`src/rtl/core/rhl_pkg.sv`:
```
// Rain history logger package: controller states, datapath operations,
// request kinds and the command/status structs between the two.
// No dependencies.
package rhl_pkg;

    localparam int KindW  = 3;
    localparam int SlotW  = 8;
    localparam int BankW  = 2;
    localparam int IndexW = 9;
    localparam int ValW   = 32;
    localparam int WeekStep = 24;

    localparam logic [KindW-1:0] KIND_TIP   = 3'd0;
    localparam logic [KindW-1:0] KIND_SLOT  = 3'd1;
    localparam logic [KindW-1:0] KIND_CLRW  = 3'd2;
    localparam logic [KindW-1:0] KIND_CLRA  = 3'd3;
    localparam logic [KindW-1:0] KIND_READ  = 3'd4;

    localparam logic [BankW-1:0] BANK_DAILY = 2'd0;
    localparam logic [BankW-1:0] BANK_YEST  = 2'd1;
    localparam logic [BankW-1:0] BANK_WEEK  = 2'd2;
    localparam logic [BankW-1:0] BANK_YEAR  = 2'd3;

    typedef enum logic [3:0] {
        ST_INIT,
        ST_IDLE,
        ST_DISPATCH,
        ST_STEP,
        ST_YROLL,
        ST_YSHIFT,
        ST_WCHK,
        ST_WSHIFT,
        ST_COPY,
        ST_CLRW,
        ST_CLRA,
        ST_RDCAP,
        ST_FINISH
    } t_state;

    typedef enum logic [3:0] {
        OP_NONE,
        OP_LOAD,
        OP_TIP,
        OP_STEP,
        OP_YROLL,
        OP_YSHIFT,
        OP_WSHIFT,
        OP_COPY,
        OP_CLRW_SET,
        OP_CLRW_SWEEP,
        OP_CLRA_SET,
        OP_CLRA_SWEEP,
        OP_RD_ISSUE,
        OP_RD_CAP,
        OP_EMIT
    } t_op;

    typedef struct packed {
        t_op  op;
        logic in_ready;
    } t_ctrl;

    typedef struct packed {
        logic [KindW-1:0] kind;
        logic             at_target;
        logic             step_rolls;
        logic             year_full_next;
        logic             week_full;
        logic             sweep_last;
    } t_status;

endpackage

```
`src/rtl/core/rhl_ctrl.sv`:
```
// Rain history logger controller: sequences one request at a time.
// Depends on rhl_pkg.
module rhl_ctrl
    import rhl_pkg::*;
(
    input  logic    i_clk,
    input  logic    i_rst_n,
    input  logic    i_in_valid,
    input  logic    i_out_free,
    input  t_status i_status,
    output t_ctrl   o_ctrl
);

    t_state r_state;
    t_state n_state;

    always_ff @(posedge i_clk) begin
        if (!i_rst_n) begin
            r_state <= ST_INIT;
        end else begin
            r_state <= n_state;
        end
    end

    always_comb begin
        n_state         = r_state;
        o_ctrl.op       = OP_NONE;
        o_ctrl.in_ready = 1'b0;
        unique case (r_state)
            ST_INIT: begin
                o_ctrl.op = OP_CLRA_SWEEP;
                if (i_status.sweep_last) n_state = ST_IDLE;
            end
            ST_IDLE: begin
                o_ctrl.in_ready = 1'b1;
                if (i_in_valid) begin
                    o_ctrl.op = OP_LOAD;
                    n_state   = ST_DISPATCH;
                end
            end
            ST_DISPATCH: begin
                unique case (i_status.kind)
                    KIND_TIP: begin
                        o_ctrl.op = OP_TIP;
                        n_state   = ST_FINISH;
                    end
                    KIND_SLOT: begin
                        n_state = i_status.at_target ? ST_FINISH : ST_STEP;
                    end
                    KIND_CLRW: begin
                        o_ctrl.op = OP_CLRW_SET;
                        n_state   = ST_CLRW;
                    end
                    KIND_CLRA: begin
                        o_ctrl.op = OP_CLRA_SET;
                        n_state   = ST_CLRA;
                    end
                    KIND_READ: begin
                        o_ctrl.op = OP_RD_ISSUE;
                        n_state   = ST_RDCAP;
                    end
                    default: n_state = ST_FINISH;
                endcase
            end
            ST_STEP: begin
                o_ctrl.op = OP_STEP;
                n_state   = i_status.step_rolls ? ST_YROLL : ST_DISPATCH;
            end
            ST_YROLL: begin
                o_ctrl.op = OP_YROLL;
                n_state   = i_status.year_full_next ? ST_YSHIFT : ST_WCHK;
            end
            ST_YSHIFT: begin
                o_ctrl.op = OP_YSHIFT;
                if (i_status.sweep_last) n_state = ST_WCHK;
            end
            ST_WCHK: begin
                n_state = i_status.week_full ? ST_WSHIFT : ST_COPY;
            end
            ST_WSHIFT: begin
                o_ctrl.op = OP_WSHIFT;
                if (i_status.sweep_last) n_state = ST_COPY;
            end
            ST_COPY: begin
                o_ctrl.op = OP_COPY;
                if (i_status.sweep_last) n_state = ST_DISPATCH;
            end
            ST_CLRW: begin
                o_ctrl.op = OP_CLRW_SWEEP;
                if (i_status.sweep_last) n_state = ST_FINISH;
            end
            ST_CLRA: begin
                o_ctrl.op = OP_CLRA_SWEEP;
                if (i_status.sweep_last) n_state = ST_FINISH;
            end
            ST_RDCAP: begin
                o_ctrl.op = OP_RD_CAP;
                n_state   = ST_FINISH;
            end
            ST_FINISH: begin
                if (i_out_free) begin
                    o_ctrl.op = OP_EMIT;
                    n_state   = ST_IDLE;
                end
            end
            default: n_state = ST_INIT;
        endcase
    end

endmodule

```
`config.mk`:
```
export PLATFORM = sky130hd
export DESIGN_NAME = rhl_ctrl
export DESIGN_NICKNAME = d
export VERILOG_FILES = /design/src/rtl/core/rhl_pkg.sv /design/src/rtl/core/rhl_ctrl.sv
export SDC_FILE = /design/constraint.sdc
export NUM_CORES = 1
export LEC_CHECK = 0
export ABC_AREA = 1
export BUFFER_PORTS_ARGS = -buffer_cell sky130_fd_sc_hd__buf_2
export CORE_UTILIZATION = 52
export DETAILED_ROUTE_END_ITERATION = 10
export PLACE_DENSITY = 0.78
export SLEW_MARGIN = 0
export SYNTH_ARGS = -nofsm -noshare
export SYNTH_HDL_FRONTEND = slang
export SYNTH_SLANG_ARGS = --single-unit
export TNS_END_PERCENT = 1
```
`constraint.sdc`:
```
create_clock -name i_clk -period 2.45 [get_ports i_clk]
set_input_delay 0.1225 -clock i_clk [delete_from_list [all_inputs] [get_ports i_clk]]
set_output_delay 0.1225 -clock i_clk [all_outputs]
set_load 0.02 [all_outputs]
```
Yosys cells after proc, flatten, opt, wreduce, memory -nomap -nowiden
Cells that the tools add are included.

storage, ports and cells
  register bits = 4
  bits in latches = 0
  bits in writable memories = 0
  ROM bits = 0
  input port bits = 12
  output and inout port bits = 5
  logic and storage cells = 47
  memories = 0

operators by class
  add/sub/neg operators = 0
  multiply operators = 0
  div/mod/pow operators = 0
  order comparisons = 0
  equal/unequal tests = 23
  shifts and indexed selects = 0
  multiplexer cells = 18
  bitwise gates (word level) = 0
  reductions and logical operators = 5

operators with widths
  kind                                                   number
  case mux 4 bit (12 select lines)                       1
  case mux 4 bit (11 select lines)                       1
  2-to-1 mux 4 bit                                       10
  case mux 4 bit (4 select lines)                        2
  == test 4 bit, second input constant                   5
  == test 4 x 3 -> 1 bit, second input constant          4
  inequality test 2 bit, second input constant           6
  == test 4 x 2 -> 1 bit, second input constant          2
  AND reduction 7 bit                                    1
  == test 3 x 2 -> 1 bit, second input constant          2
  == test 4 x 1 -> 1 bit, second input constant          1
  logical NOT 4 bit                                      1
  OR reduction 2 bit                                     2
  == test 3 x 1 -> 1 bit, second input constant          1
  == test 3 bit, second input constant                   1
  logical NOT 3 bit                                      1
  2-to-1 mux 3 bit                                       1
  2-to-1 mux 1 bit                                       2
  2-to-1 mux 2 bit                                       1
  inequality test 2 x 1 -> 1 bit, second input constant  1

Logic depth before layout (Yosys ltp)
  depth after elaboration = 4
  depth in mapped cells = 9
  mapped depth without buffers = 9

Least setup slack after synthesis
Ideal clock, no wire load.

  path type = reg2out
  from = register r_state[2]
  to = output port o_ctrl[3] (netlist bit)
  arrival time = 1.256 ns
  data required time = 2.328 ns
  path slack = 1.071 ns
  cell stages (with the launch flop) = 6
  buffers on the path = 0
  cells stage by stage = dfxtp_1 -> nor2_2 -> inv_2 -> nor2_4 -> inv_1 -> o2111ai_1

RTL lines
  item                    RTL line        text
  start, declared         rhl_ctrl.sv:14  t_state r_state;
  start signal, assigned  rhl_ctrl.sv:21  r_state <= n_state;
  end, declared           rhl_ctrl.sv:11  output t_ctrl o_ctrl

==> flow_summary.yaml <==
status:
  outcome: "finished clean"
yosys:
  synth_common_cells: "nand2_1 (39), inv_1 (22), nand3_1 (19)"
  synthSimpleGateAreaFrac_pct: 61.8
  ys_warn_count: 0
  synth_cells: 132
  synth_top_area_cell: "nand2_1"
  synth_edf_count: 0
  synth.net_count: 144
  synthArstFlopShare_pct: 0
  synth.mux.area_fraction_pct: 0
  synth_top_area_share_pct: 21.6
  synthAdderAreaFrac_pct: 0
  ys_types: 19
  synthXorXnorAreaFrac_pct: 0
  synth_top_family_by_area: "simple AND/OR/NAND/NOR gates"
  yosysSeqAreaShare_pct: 11.8
  synth-compound-area-share_pct: 12.0
  synth.most_common_cell: "nand2_1"
  syn_avg_cell_area_um2: 5.14
  ys.flop_type: "dfxtp_1"
  synthesis.area_um2: 678
  ys_ff_latch: 4
  synth_area_leaders: "nand2_1 (22%), nand3_1 (14%), inv_1 (12%)"
cells_and_area:
  nNetsFinal: 165
  antennaDiodeCount: 0
  reg_top3: "r_state x4"
  drive_above_1_share_pct: 23.8
  largest_reg_flops: 4
  syn_to_final_growth_pct: 17.7
  top_register: "r_state"
critical_path:
  timing.rr.start: "r_state[1]"
  rrSetupSlack_ns: 1.03
  crit_required_ns: 2.33
  crit_path_end_kind: "output pin"
  start_kind: "flop"
  ff2ff_path_depth: 7
  crit_arrival_ns: 1.60
  critical_path_class: "reg2out"
  cp_max_fo: 7
  r2r_end: "r_state[2]"
floorplanning:
  core.rowCount: 12
  start_util_pct: 58.7
  core_um2: 1160
  die-area_um2: 1450
  dieWidth_um: 38.1
  die_h_um: 38.1
  ioPinCount: 17
drt:
  drt_iter0_markers: 26
  drt-wirelength-per-cell_um: 10.2
  finalWirelength_mm: 1.69
  via_count: 850
  drt_first_pass_iters: 4
  drc_errors: 0
  viasPerCell: 5.15
  detail-route-antenna-nets: 0
power:
  seqPwrFrac_pct: 14.4
  peakVddDrop_mv: 0.586
  power_density_nw_per_um2: 1100
  internal_power_mw: 0.365
  pwr-share-comb_pct: 75.8
  switchingPower_mw: 0.511
  clock_power_share_pct: 9.8
  switching_share_pct: 58.3
  p_leak_nw: 0.450
  p_total_mw: 0.876
timing:
  fin_crit_ns: 1.72
  maxSlewHeadroom_pct: 76.5
  tns_ns: 0
  fmax_mhz: 581
  setup_viol: 0
  post-route-period-util_pct: 70.2
  fin_worst_skew_ns: 0.00625
  final-hold-violation-count: 0
  layout_setup_ws_ns: 0.729
  drv_slew: 0
  rsz0062_at_grt: "no"
  worstMarginPinSlew_ns: 0.352
cts:
  htree_levels: 1
  clk_latency_ns: 0.24
  clockBufferDepth: 2
  numCtsBuffers: 3
  cts_setup_buffers: 0
  root_buffer: "clkbuf_4"
  postCtsHoldBufs: 0
  clock-sinks: 4
  cts_tree: "built"
  ctsResizeCount: 0
  clkTransAtPathRegs_ns: 0.04
grt:
  antenna_found_initial: 0
  grt_pass1_wl_mm: 2.89
  grt_usage_pct: 28.7
  grt_pass1_vias: 701
  overflow: 0
  grt_max_degree: 10
run:
  maxCapViolations: 0
hold_path:
  hold_path_class: "in2reg"
  holdPathEnd: "r_state[3]"
  worstHoldPathCells: 3
  hp-start: "i_rst_n"
placed_design:
  numPortBuffers: 16
  place_ws_ns: 1.01
  post-dp-hpwl_mm: 1.39
  gp_congestion: 0.872
[power groups by stage]
| stage | clock network [mW] | registers [mW] | logic, mW |
|---|---|---|---|
| after floorplan | 0 | 0.121 | 0.505 |
| after global placement | 0 | 0.126 | 0.655 |
| after detailed placement | 0 | 0.126 | 0.660 |
| after CTS | 0.0869 | 0.125 | 0.664 |
| after global routing | 0.0919 | 0.132 | 0.743 |
| final | 0.0857 | 0.126 | 0.665 |
[metrics by stage]
step	hold WS [ns]	cells	cell area (um2)	utilization [%]
final	0.159	165	798	69.0
after global routing	0.171	165	798	69.0
after CTS	0.156	165	798	69.0
after detailed placement	0.405	162	776	67.1
after global placement	0.395	162	776	67.1
after floorplan	0.293	132	678	-
[cell families after synthesis]
family	count (synthesis)
flops	4
buf+inv	26
compound gates	14
simple gates	88
[worst max-delay path by stage]
stage	startpoint	to	slack, ns	cells past startpoint
3_5_place_dp	r_state[2]	o_ctrl[3]	1.01	6
2_1_floorplan	r_state[2]	o_ctrl[3]	1.07	5
6_report	r_state[2]	o_ctrl[3]	0.73	6
4_1_cts	r_state[2]	o_ctrl[3]	0.74	6
3_3_place_gp	r_state[1]	r_state[0]	1.05	7
5_1_grt	r_state[3]	o_ctrl[2]	0.62	6
[per-layer routing]
metal  wire [um]  share of wire, %  global-route usage, %  vias up
met3          83               4.9                   6.98        2
met4          10              0.59                   10.7        0
li1            -                 -                      -      459
met5           0                 0                      0        -
met1         807                48                   37.0      364
met2         785                47                   45.8       25
[worst max-delay path: stages (launching register included)]
cell	delay, ns
dfxtp_1	0.37
nor2_2	0.32
inv_2	0.09
nor2_4	0.16
inv_1	0.06
o2111ai_1	0.16
buf_2	0.19
[final cells by class]
cell class              instances  area (um2)
clock buffers                   3        22.5
fillers                       115         358
inverters                      26        97.6
flip-flops and latches          4        80.1
repair buffers                 16        80.1
well taps                      14        17.5
multi-input cells             102         500
[cells in the final DEF, fill, tap and decap left out]
master     Yosys  final
o2111ai_1      2      2
nor3_1         1      1
buf_2          0     16
nand2_4        1      1
nand4_1        2      2
clkbuf_4       0      3
dfxtp_1        4      4
nor2_4         2      2
nor2_2         6      6
o21ai_0        4      4
nand3_2        2      2
nand3_1       19     19
inv_2          4      4
nor2_1        13     13
inv_1         22     22
o22ai_1        1      1
nand2_2        2      2
o21a_1         1      1
nand2_1       39     39
nand3b_1       1      1
a21oi_1        6      6
(Power assumes the default switching activity.)
